File: src/rtl/hmt_pkg.sv
// Shared types, codes and constants of the heartbeat membership tracker.
// No dependencies; imported by every module of the block.
`timescale 1ns / 1ps

package hmt_pkg;

	localparam int NODES   = 16;
	localparam int IDX_W   = (NODES > 1) ? $clog2(NODES) : 1;
	localparam int SLOT_W  = 4;
	localparam int STATE_W = 3;
	localparam int STAMP_W = 32;
	localparam int INC_W   = 32;
	localparam int CNT_W   = 8;
	localparam int LIMIT_W = 8;
	localparam int ID_W    = 5;
	localparam int EVENT_W = 3;
	localparam int ADDR_W  = 3;
	localparam int DATA_W  = 32;

	localparam logic [CNT_W-1:0]   CNT_MAX        = '1;
	localparam logic [LIMIT_W-1:0] MISS_LIMIT_RST = 8'd10;
	localparam logic [ID_W-1:0]    OWN_ID_RST     = 5'd1;

	typedef enum logic {
		REG_MISS_LIMIT,
		REG_OWN_NODE_ID
	} reg_idx_t;

	typedef enum logic [STATE_W-1:0] {
		ST_NONE,
		ST_EVICT,
		ST_INIT,
		ST_RUN,
		ST_MASTER
	} node_state_t;

	typedef enum logic [EVENT_W-1:0] {
		EV_NONE,
		EV_OFFLINE,
		EV_TIMEOUT,
		EV_UNDEAD,
		EV_JOINED,
		EV_MASTER,
		EV_FOLLOW
	} event_t;

	typedef struct packed {
		logic [LIMIT_W-1:0] miss_limit;
		logic [ID_W-1:0]    own_node_id;
	} cfg_t;

	typedef struct packed {
		logic [SLOT_W-1:0]  slot;
		logic [STATE_W-1:0] rstate;
		logic [STAMP_W-1:0] stamp;
		logic [INC_W-1:0]   inc;
		logic               master;
	} req_t;

	typedef struct packed {
		logic [STAMP_W-1:0] last_stamp;
		logic [CNT_W-1:0]   miss;
		logic [CNT_W-1:0]   seen;
		node_state_t        state;
		logic [INC_W-1:0]   joined;
		logic [INC_W-1:0]   evicted;
	} entry_t;

	typedef struct packed {
		event_t      ev;
		logic        evict;
		logic        member;
		node_state_t tracked;
	} res_t;

endpackage

File: src/rtl/hmt_cfg.sv
// Configuration registers behind the APB-style port: miss limit and own node id.
// Depends on hmt_pkg.
`timescale 1ns / 1ps

module hmt_cfg (
	input  logic                      clk,
	input  logic                      arst_n,
	input  logic                      psel,
	input  logic                      penable,
	input  logic                      pwrite,
	input  logic                      reg_sel,
	input  logic [hmt_pkg::DATA_W-1:0] pwdata,
	output logic [hmt_pkg::DATA_W-1:0] prdata,
	output logic                      pready,
	output hmt_pkg::cfg_t             cfg
);
	import hmt_pkg::*;

	logic [LIMIT_W-1:0] miss_limit_q;
	logic [ID_W-1:0]    own_node_id_q;
	logic               wr_en;

	assign pready = 1'b1;
	assign wr_en  = psel && penable && pwrite && pready;

	always_ff @(posedge clk or negedge arst_n) begin
		if (!arst_n) begin
			miss_limit_q  <= MISS_LIMIT_RST;
			own_node_id_q <= OWN_ID_RST;
		end else if (wr_en) begin
			case (reg_idx_t'(reg_sel))
				REG_MISS_LIMIT:  miss_limit_q  <= pwdata[LIMIT_W-1:0];
				REG_OWN_NODE_ID: own_node_id_q <= pwdata[ID_W-1:0];
				default: ;
			endcase
		end
	end

	always_comb begin
		case (reg_idx_t'(reg_sel))
			REG_MISS_LIMIT:  prdata = DATA_W'(miss_limit_q);
			REG_OWN_NODE_ID: prdata = DATA_W'(own_node_id_q);
			default:         prdata = '0;
		endcase
	end

	assign cfg.miss_limit  = miss_limit_q;
	assign cfg.own_node_id = own_node_id_q;

endmodule

File: src/rtl/hmt_rules.sv
// Heartbeat bookkeeping and transition rules for one table entry.
// Pure combinational logic; depends on hmt_pkg.
`timescale 1ns / 1ps

module hmt_rules (
	input  hmt_pkg::req_t   req,
	input  hmt_pkg::cfg_t   cfg,
	input  hmt_pkg::entry_t cur,
	output hmt_pkg::entry_t nxt,
	output hmt_pkg::res_t   res,
	output logic            hit
);
	import hmt_pkg::*;

	node_state_t r;
	node_state_t s;
	logic        own;
	logic        r_running;
	logic        s_running;
	entry_t      upd;

	always_comb begin
		r         = (req.rstate > ST_MASTER) ? ST_NONE : node_state_t'(req.rstate);
		own       = (({1'b0, req.slot} + 5'd1) == cfg.own_node_id);
		r_running = (r >= ST_INIT);
		s         = cur.state;
		s_running = (s >= ST_INIT);
		hit       = (int'(req.slot) < NODES);

		upd = cur;
		if (!own && r_running) begin
			if (req.stamp == cur.last_stamp) begin
				if (cur.miss != CNT_MAX) begin
					upd.miss = cur.miss + 8'd1;
				end
			end else begin
				upd.miss = '0;
				if (cur.seen != CNT_MAX) begin
					upd.seen = cur.seen + 8'd1;
				end
				upd.last_stamp = req.stamp;
			end
		end

		nxt         = upd;
		res.ev      = EV_NONE;
		res.evict   = 1'b0;
		res.member  = 1'b0;

		if ((s != ST_NONE && r <= ST_EVICT) ||
				(cur.joined != '0 && cur.joined != req.inc)) begin
			if (r != ST_EVICT) begin
				nxt.evicted = '0;
			end
			nxt.joined = '0;
			nxt.seen   = '0;
			nxt.miss   = '0;
			nxt.state  = ST_NONE;
			res.ev     = EV_OFFLINE;
		end else if (upd.miss > cfg.miss_limit && r_running) begin
			res.evict = req.master;
			if (r >= ST_RUN) begin
				nxt.seen = '0;
			end
			nxt.state   = ST_EVICT;
			nxt.evicted = req.inc;
			res.ev      = EV_TIMEOUT;
		end else if (cur.evicted != '0 && cur.evicted == req.inc) begin
			res.evict = 1'b1;
			res.ev    = EV_UNDEAD;
		end else if (upd.seen > (cfg.miss_limit >> 1) && !s_running) begin
			nxt.state  = ST_RUN;
			nxt.joined = req.inc;
			res.member = 1'b1;
			res.ev     = EV_JOINED;
		end else if (s == ST_RUN && r == ST_MASTER) begin
			nxt.state  = ST_MASTER;
			res.member = 1'b1;
			res.ev     = EV_MASTER;
		end else if (s_running) begin
			nxt.state  = r;
			res.member = 1'b1;
			res.ev     = EV_FOLLOW;
		end

		res.tracked = nxt.state;

		if (!hit) begin
			res.ev      = EV_NONE;
			res.evict   = 1'b0;
			res.member  = 1'b0;
			res.tracked = ST_NONE;
		end
	end

endmodule

File: src/rtl/hmt_table.sv
// Per-node register table with its read-modify-write through hmt_rules.
// Depends on hmt_pkg and hmt_rules.
`timescale 1ns / 1ps

module hmt_table (
	input  logic          clk,
	input  logic          arst_n,
	input  logic          fire,
	input  hmt_pkg::req_t req,
	input  hmt_pkg::cfg_t cfg,
	output hmt_pkg::res_t res
);
	import hmt_pkg::*;

	entry_t           tbl_q [NODES];
	logic [IDX_W-1:0] idx;
	entry_t           cur;
	entry_t           nxt;
	logic             hit;

	assign idx = req.slot[IDX_W-1:0];
	assign cur = tbl_q[idx];

	hmt_rules u_rules (
		.req (req),
		.cfg (cfg),
		.cur (cur),
		.nxt (nxt),
		.res (res),
		.hit (hit)
	);

	always_ff @(posedge clk or negedge arst_n) begin
		if (!arst_n) begin
			for (int i = 0; i < NODES; i++) begin
				tbl_q[i] <= entry_t'('0);
			end
		end else if (fire && hit) begin
			tbl_q[idx] <= nxt;
		end
	end

endmodule

File: src/rtl/heartbeat_membership_tracker.sv
// A request is held in the input register, its result in the result register.
// One request per cycle while out_stall does not hold the result register; the
// per-node register table is read-modify-written between the two.
// Reset clears every table entry, both pipeline stages and sets the miss limit
// to 10 and the own node id to 1. Configuration takes effect on the next request.
`timescale 1ns / 1ps

module heartbeat_membership_tracker (
	input  logic                         clk,
	input  logic                         arst_n,
	input  logic                         psel,
	input  logic                         penable,
	input  logic                         pwrite,
	input  logic [hmt_pkg::ADDR_W-1:0]   paddr,
	input  logic [hmt_pkg::DATA_W-1:0]   pwdata,
	output logic [hmt_pkg::DATA_W-1:0]   prdata,
	output logic                         pready,
	input  logic                         in_valid,
	output logic                         in_stall,
	input  logic [hmt_pkg::SLOT_W-1:0]   slot,
	input  logic [hmt_pkg::STATE_W-1:0]  reported_state,
	input  logic [hmt_pkg::STAMP_W-1:0]  stamp,
	input  logic [hmt_pkg::INC_W-1:0]    reported_incarnation,
	input  logic                         i_am_master,
	output logic                         out_valid,
	input  logic                         out_stall,
	output logic [hmt_pkg::EVENT_W-1:0]  event_res,
	output logic                         send_evict,
	output logic                         member,
	output logic [hmt_pkg::STATE_W-1:0]  tracked_state
);
	import hmt_pkg::*;

	cfg_t cfg;
	req_t req_s1;
	logic valid_s1;
	res_t res;
	res_t res_s2;
	logic valid_s2;
	logic advance;
	logic accept;
	logic fire;

	hmt_cfg u_cfg (
		.clk     (clk),
		.arst_n  (arst_n),
		.psel    (psel),
		.penable (penable),
		.pwrite  (pwrite),
		.reg_sel (paddr[ADDR_W-1]),
		.pwdata  (pwdata),
		.prdata  (prdata),
		.pready  (pready),
		.cfg     (cfg)
	);

	assign advance  = !valid_s2 || !out_stall;
	assign in_stall = valid_s1 && !advance;
	assign accept   = in_valid && !in_stall;
	assign fire     = valid_s1 && advance;

	always_ff @(posedge clk or negedge arst_n) begin
		if (!arst_n) begin
			valid_s1 <= 1'b0;
		end else if (accept) begin
			valid_s1 <= 1'b1;
		end else if (fire) begin
			valid_s1 <= 1'b0;
		end
	end

	always_ff @(posedge clk) begin
		if (accept) begin
			req_s1.slot   <= slot;
			req_s1.rstate <= reported_state;
			req_s1.stamp  <= stamp;
			req_s1.inc    <= reported_incarnation;
			req_s1.master <= i_am_master;
		end
	end

	hmt_table u_table (
		.clk    (clk),
		.arst_n (arst_n),
		.fire   (fire),
		.req    (req_s1),
		.cfg    (cfg),
		.res    (res)
	);

	always_ff @(posedge clk or negedge arst_n) begin
		if (!arst_n) begin
			valid_s2 <= 1'b0;
		end else if (fire) begin
			valid_s2 <= 1'b1;
		end else if (!out_stall) begin
			valid_s2 <= 1'b0;
		end
	end

	always_ff @(posedge clk) begin
		if (fire) begin
			res_s2 <= res;
		end
	end

	assign out_valid     = valid_s2;
	assign event_res     = res_s2.ev;
	assign send_evict    = res_s2.evict;
	assign member        = res_s2.member;
	assign tracked_state = res_s2.tracked;

endmodule

File: config.mk
export PLATFORM = sky130hd
export DESIGN_NAME = heartbeat_membership_tracker
export DESIGN_NICKNAME = d
export VERILOG_FILES = /design/src/rtl/hmt_pkg.sv /design/src/rtl/hmt_cfg.sv /design/src/rtl/hmt_rules.sv /design/src/rtl/hmt_table.sv /design/src/rtl/heartbeat_membership_tracker.sv
export SDC_FILE = /design/constraint.sdc
export NUM_CORES = 2
export LEC_CHECK = 0
export BUFFER_PORTS_ARGS = -buffer_cell sky130_fd_sc_hd__buf_4
export CORE_ASPECT_RATIO = 0.75
export CORE_UTILIZATION = 52
export DETAILED_ROUTE_END_ITERATION = 10
export PLACE_DENSITY = 0.71
export SETUP_SLACK_MARGIN = 0.3
export SLEW_MARGIN = 20
export SYNTH_ARGS = -nofsm -noshare
export SYNTH_HDL_FRONTEND = slang
export SYNTH_SLANG_ARGS = --single-unit
export TNS_END_PERCENT = 20
File: constraint.sdc
create_clock -name clk -period 6.9 [get_ports clk]
set_clock_uncertainty 0.2 [all_clocks]
set_input_delay 1.38 -clock clk [delete_from_list [all_inputs] [get_ports clk]]
set_output_delay 1.38 -clock clk [all_outputs]
set_load 0.005 [all_outputs]
==> results.py <==
metrics = {
    "run_status": {
        "outcome": "completed",
    },
    "synthesis": {
        "synth_cells": 8181,
        "syn_area_sq_um": 90660,
        "yosysWarnings": 0,
        "ys_seq_area_share_pct": 53.82,
        "syn_area_per_cell_sq_um": 11.08,
        "synth_edf_count": 79,
        "synthMostInstantiatedCell": "dfrtp_1",
        "synth_flop_cell": "dfrtp_1",
        "synth-seq-cells": 1934,
        "synth_cell_types": 87,
        "netlist_top_cells_area": "dfrtp_1, mux4_2, nand2_1",
        "synth_common_cells": "dfrtp_1, nand2_1, o21ai_0, o21ai_1, clkbuf_1",
        "synth_top_cell_area_share_pct": 51.12,
        "synth-async-reset-ratio_pct": 95.92,
        "synth_top_cell_by_area": "dfrtp_1",
    },
    "global_route": {
        "grt_overflow_total": 0,
        "grt_usage_pct": 34.56,
        "antenna_found_initial": 4,
        "grt_pass1_vias": 70268,
        "grt_pass1_wl_mm": 454.4,
        "grt_max_degree": 176,
    },
    "timing": {
        "period_share_pct": 98.59,
        "rsz0062_at_grt": "yes",
        "max_freq_mhz": 147.0,
        "hold_violations": 0,
        "drv_slew": 0,
        "tightestPinTransition_ns": 1.241,
        "setup_violations": 0,
        "relSlewSlack_pct": 17.29,
        "period_needed_ns": 6.802,
    },
    "place": {
        "place_congestion": 0.9193,
        "dp.cells": 10107,
        "dp_hpwl_mm": 170.6,
        "portBuffers": 105,
    },
    "worst_setup_path": {
        "required_ns": 7.41,
        "crit_top_cell": "buf_12",
        "worstPathMaxFanout": 8,
        "worst_setup_path_end_kind": "flip-flop",
        "cpMaxStageDelayCell": "or4_4",
        "cp_num_buf_inv": 6,
        "critPathMaxStageDelay_ns": 0.61,
        "cp_top_family": "compound AO/OA/AOI/OAI gates",
        "crit_arrival_ns": 7.32,
        "crit_type": "reg -> reg",
        "crit_path_start_kind": "flip-flop",
    },
    "job": {
        "maxCapViolCount": 0,
    },
    "cells_and_area": {
        "nNetsFinal": 8201,
        "drive_gt1_share_pct": 19.84,
        "fin_cells": 10504,
        "finish.utilization_pct": 59.60,
        "area_growth_pct": 13.67,
    },
    "die": {
        "io_pins": 157,
        "dieHeight_um": 363.6,
        "placementRows": 132,
        "initial_core_util_pct": 52.43,
        "fp.dieArea_sq_um": 176000,
        "die_x_um": 484.1,
        "core-area_sq_um": 172900,
    },
    "clock_tree": {
        "root_buffer": "clkbuf_16",
        "cts-htree-levels": 4,
        "cts_max_path_buffers": 3,
        "cts_tree": "built",
        "path_clk_slew_ns": 0.06,
        "numCtsBuffers": 185,
        "cts.sinks": 1934,
        "clock_latency_ns": 0.86,
    },
    "detailed_routing": {
        "vias_per_cell": 6.791,
        "wl_met3_mm": 44.38,
        "route.detailed.drc": 0,
        "met1_length_mm": 114.7,
        "via_count": 71336,
        "drtIter0Drc": 10497,
        "wl_per_cell_um": 29.14,
        "antenna_left": 0,
        "drt_wl_total_mm": 306.0,
        "drt_pass1_iterations": 7,
        "wl_met2_mm": 132.7,
        "topRoutingLayerUsed": "met5",
    },
    "power": {
        "intPower_mw": 21.97,
        "leakage_nw": 44.22,
        "peakVddDrop_uv": 350.1,
        "switching_share_pct": 30.99,
        "power_density_nw_per_um2": 308.9,
        "pwr-share-clk_pct": 33.2,
        "seq_power_share_pct": 45.0,
        "pwr-share-comb_pct": 21.8,
        "switchingPower_mw": 9.865,
    },
    "hold_path": {
        "hp-class": "in -> async",
    },
}
layout make-up:
class	instances	area (sq um)
Inverter	36	151.4
Multi-Input combinational cell	5406	39020
Timing Repair Buffer	503	5978
Fill cell	13480	69870
Clock inverter	78	834.6
Antenna cell	1	2.502
Tap cell	2278	2850
Sequential cell	1934	48800
Clock buffer	268	5419
stage by stage:
step | worst slack (ns) | total power, mW | instance area, sq um | hold WS, ns | TNS, ns
4_1_cts | 0.2604 | 31.52 | 102200 | 0.2213 | 0
2_1_floorplan | 0.3839 | 18.54 | 90750 | 0.2404 | 0
3_3_place_gp | -0.2055 | 20.55 | 94970 | 0.2546 | -29.96
6_report | 0.09751 | 31.84 | 103100 | 0.2263 | 0
5_1_grt | -0.02774 | 33.02 | 103100 | 0.2379 | -0.4952
3_5_place_dp | -0.3554 | 20.92 | 94970 | 0.2587 | -78.46
metal layers:
layer	track usage, %	vias to the layer above
met4	14.14	10
li1	-	29120
met2	50.59	5259
met5	0.6441	-
met1	46.57	35914
met3	12.73	1033
flip-flops by register name, summed over array words and instances, names as in the netlist:
signal and cells:
event_res 3, out_valid 1, req_s1 72, send_evict 1
tracked_state 3, u_cfg.miss_limit_q 8, u_cfg.own_node_id_q 5, u_table.tbl_q 1840
valid_s1 1
power groups by stage:
stage | registers (mW) | clock network [mW] | logic (mW)
6_report | 14.3 | 10.6 | 6.93
2_1_floorplan | 14.1 | 0 | 4.42
3_5_place_dp | 14.5 | 0 | 6.44
5_1_grt | 14.5 | 11.0 | 7.47
3_3_place_gp | 14.3 | 0 | 6.21
4_1_cts | 14.3 | 10.6 | 6.62
worst paths after layout:
path / endpoint / startpoint / slack [ns] / cells past startpoint
max: u_table.tbl_q[610] / req_s1[68] / 0.1 / 26
min: u_table.tbl_q[1716] / arst_n / 0.23 / 1
max reg2reg: u_table.tbl_q[610] / req_s1[68] / 0.1 / 26
min reg2reg: u_table.tbl_q[656] / u_table.tbl_q[656] / 0.27 / 2
max in group asynchronous: u_table.tbl_q[167] / arst_n / 4.42 / 3
min in group clk: u_table.tbl_q[656] / u_table.tbl_q[656] / 0.27 / 2
cell usage in the layout, fill, tap and decap left out, types with 25 or more instances in the layout:
| cell | synthesis | final |
|---|---|---|
| dfrtp_1 | 1852 | 1852 |
| nand2_1 | 1639 | 1605 |
| o21ai_0 | 1119 | 1056 |
| o21ai_1 | 631 | 581 |
| a22oi_1 | 533 | 533 |
| mux4_2 | 465 | 465 |
| buf_4 | 71 | 328 |
| clkbuf_16 | 0 | 196 |
| mux2i_1 | 187 | 166 |
| buf_12 | 0 | 131 |
| o21ai_2 | 1 | 113 |
| xnor2_1 | 110 | 102 |
| edfxtp_1 | 79 | 79 |
| nor2_1 | 74 | 63 |
| mux2_2 | 56 | 55 |
| a21oi_1 | 58 | 52 |
| xor2_1 | 53 | 50 |
| clkbuf_1 | 538 | 42 |
| clkinv_2 | 1 | 39 |
| mux2i_4 | 30 | 37 |
| o31ai_1 | 37 | 37 |
| clkbuf_8 | 0 | 35 |
| inv_1 | 32 | 31 |
| nand2_2 | 10 | 28 |
| and2_1 | 30 | 27 |
| nand4_1 | 27 | 27 |
| o211ai_1 | 25 | 25 |
| nor4_1 | 27 | 25 |
| conb_1 | 2 | 25 |
cells by family (layout without fill, tap and decap cells):
| logic type | Yosys count | in the layout | share of synthesized area [%] |
|---|---|---|---|
| adders and majority gates | 21 | 21 | 0.2898 |
| and+or+nand+nor | 1937 | 1937 | 8.667 |
| DFF | 1934 | 1934 | 53.82 |
| muxes | 740 | 740 | 15.09 |
| buffers and inverters | 864 | 885 | 4.520 |
| other | 2 | 26 | 0.008284 |
| xor gates and xnor gates | 163 | 163 | 1.575 |
| AOI/OAI and AO/OA | 2520 | 2520 | 16.03 |
worst register-to-register path, delay by kind of cell, from the launching register on:
family | cells | cell delay [ns]
AOI/OAI and AO/OA | 10 | 1.80
and+or+nand+nor | 5 | 1.62
muxes | 3 | 1.23
buffers and inverters | 6 | 1.03
DFF | 1 | 0.34
xor gates and xnor gates | 1 | 0.24
adders and majority gates | 1 | 0.22
what timing repair did:
item | in CTS | in global routing
cloned | 11 | 5
hold buffers | 0 | 0
resized for setup | 86 | 211
endpoints found under the setup margin | 633 | 672
pin swaps | 11 | 92
buffers inserted | 25 | 9
endpoints found under the hold margin | 0 | 0
Power figures use the tool's default switching activity.
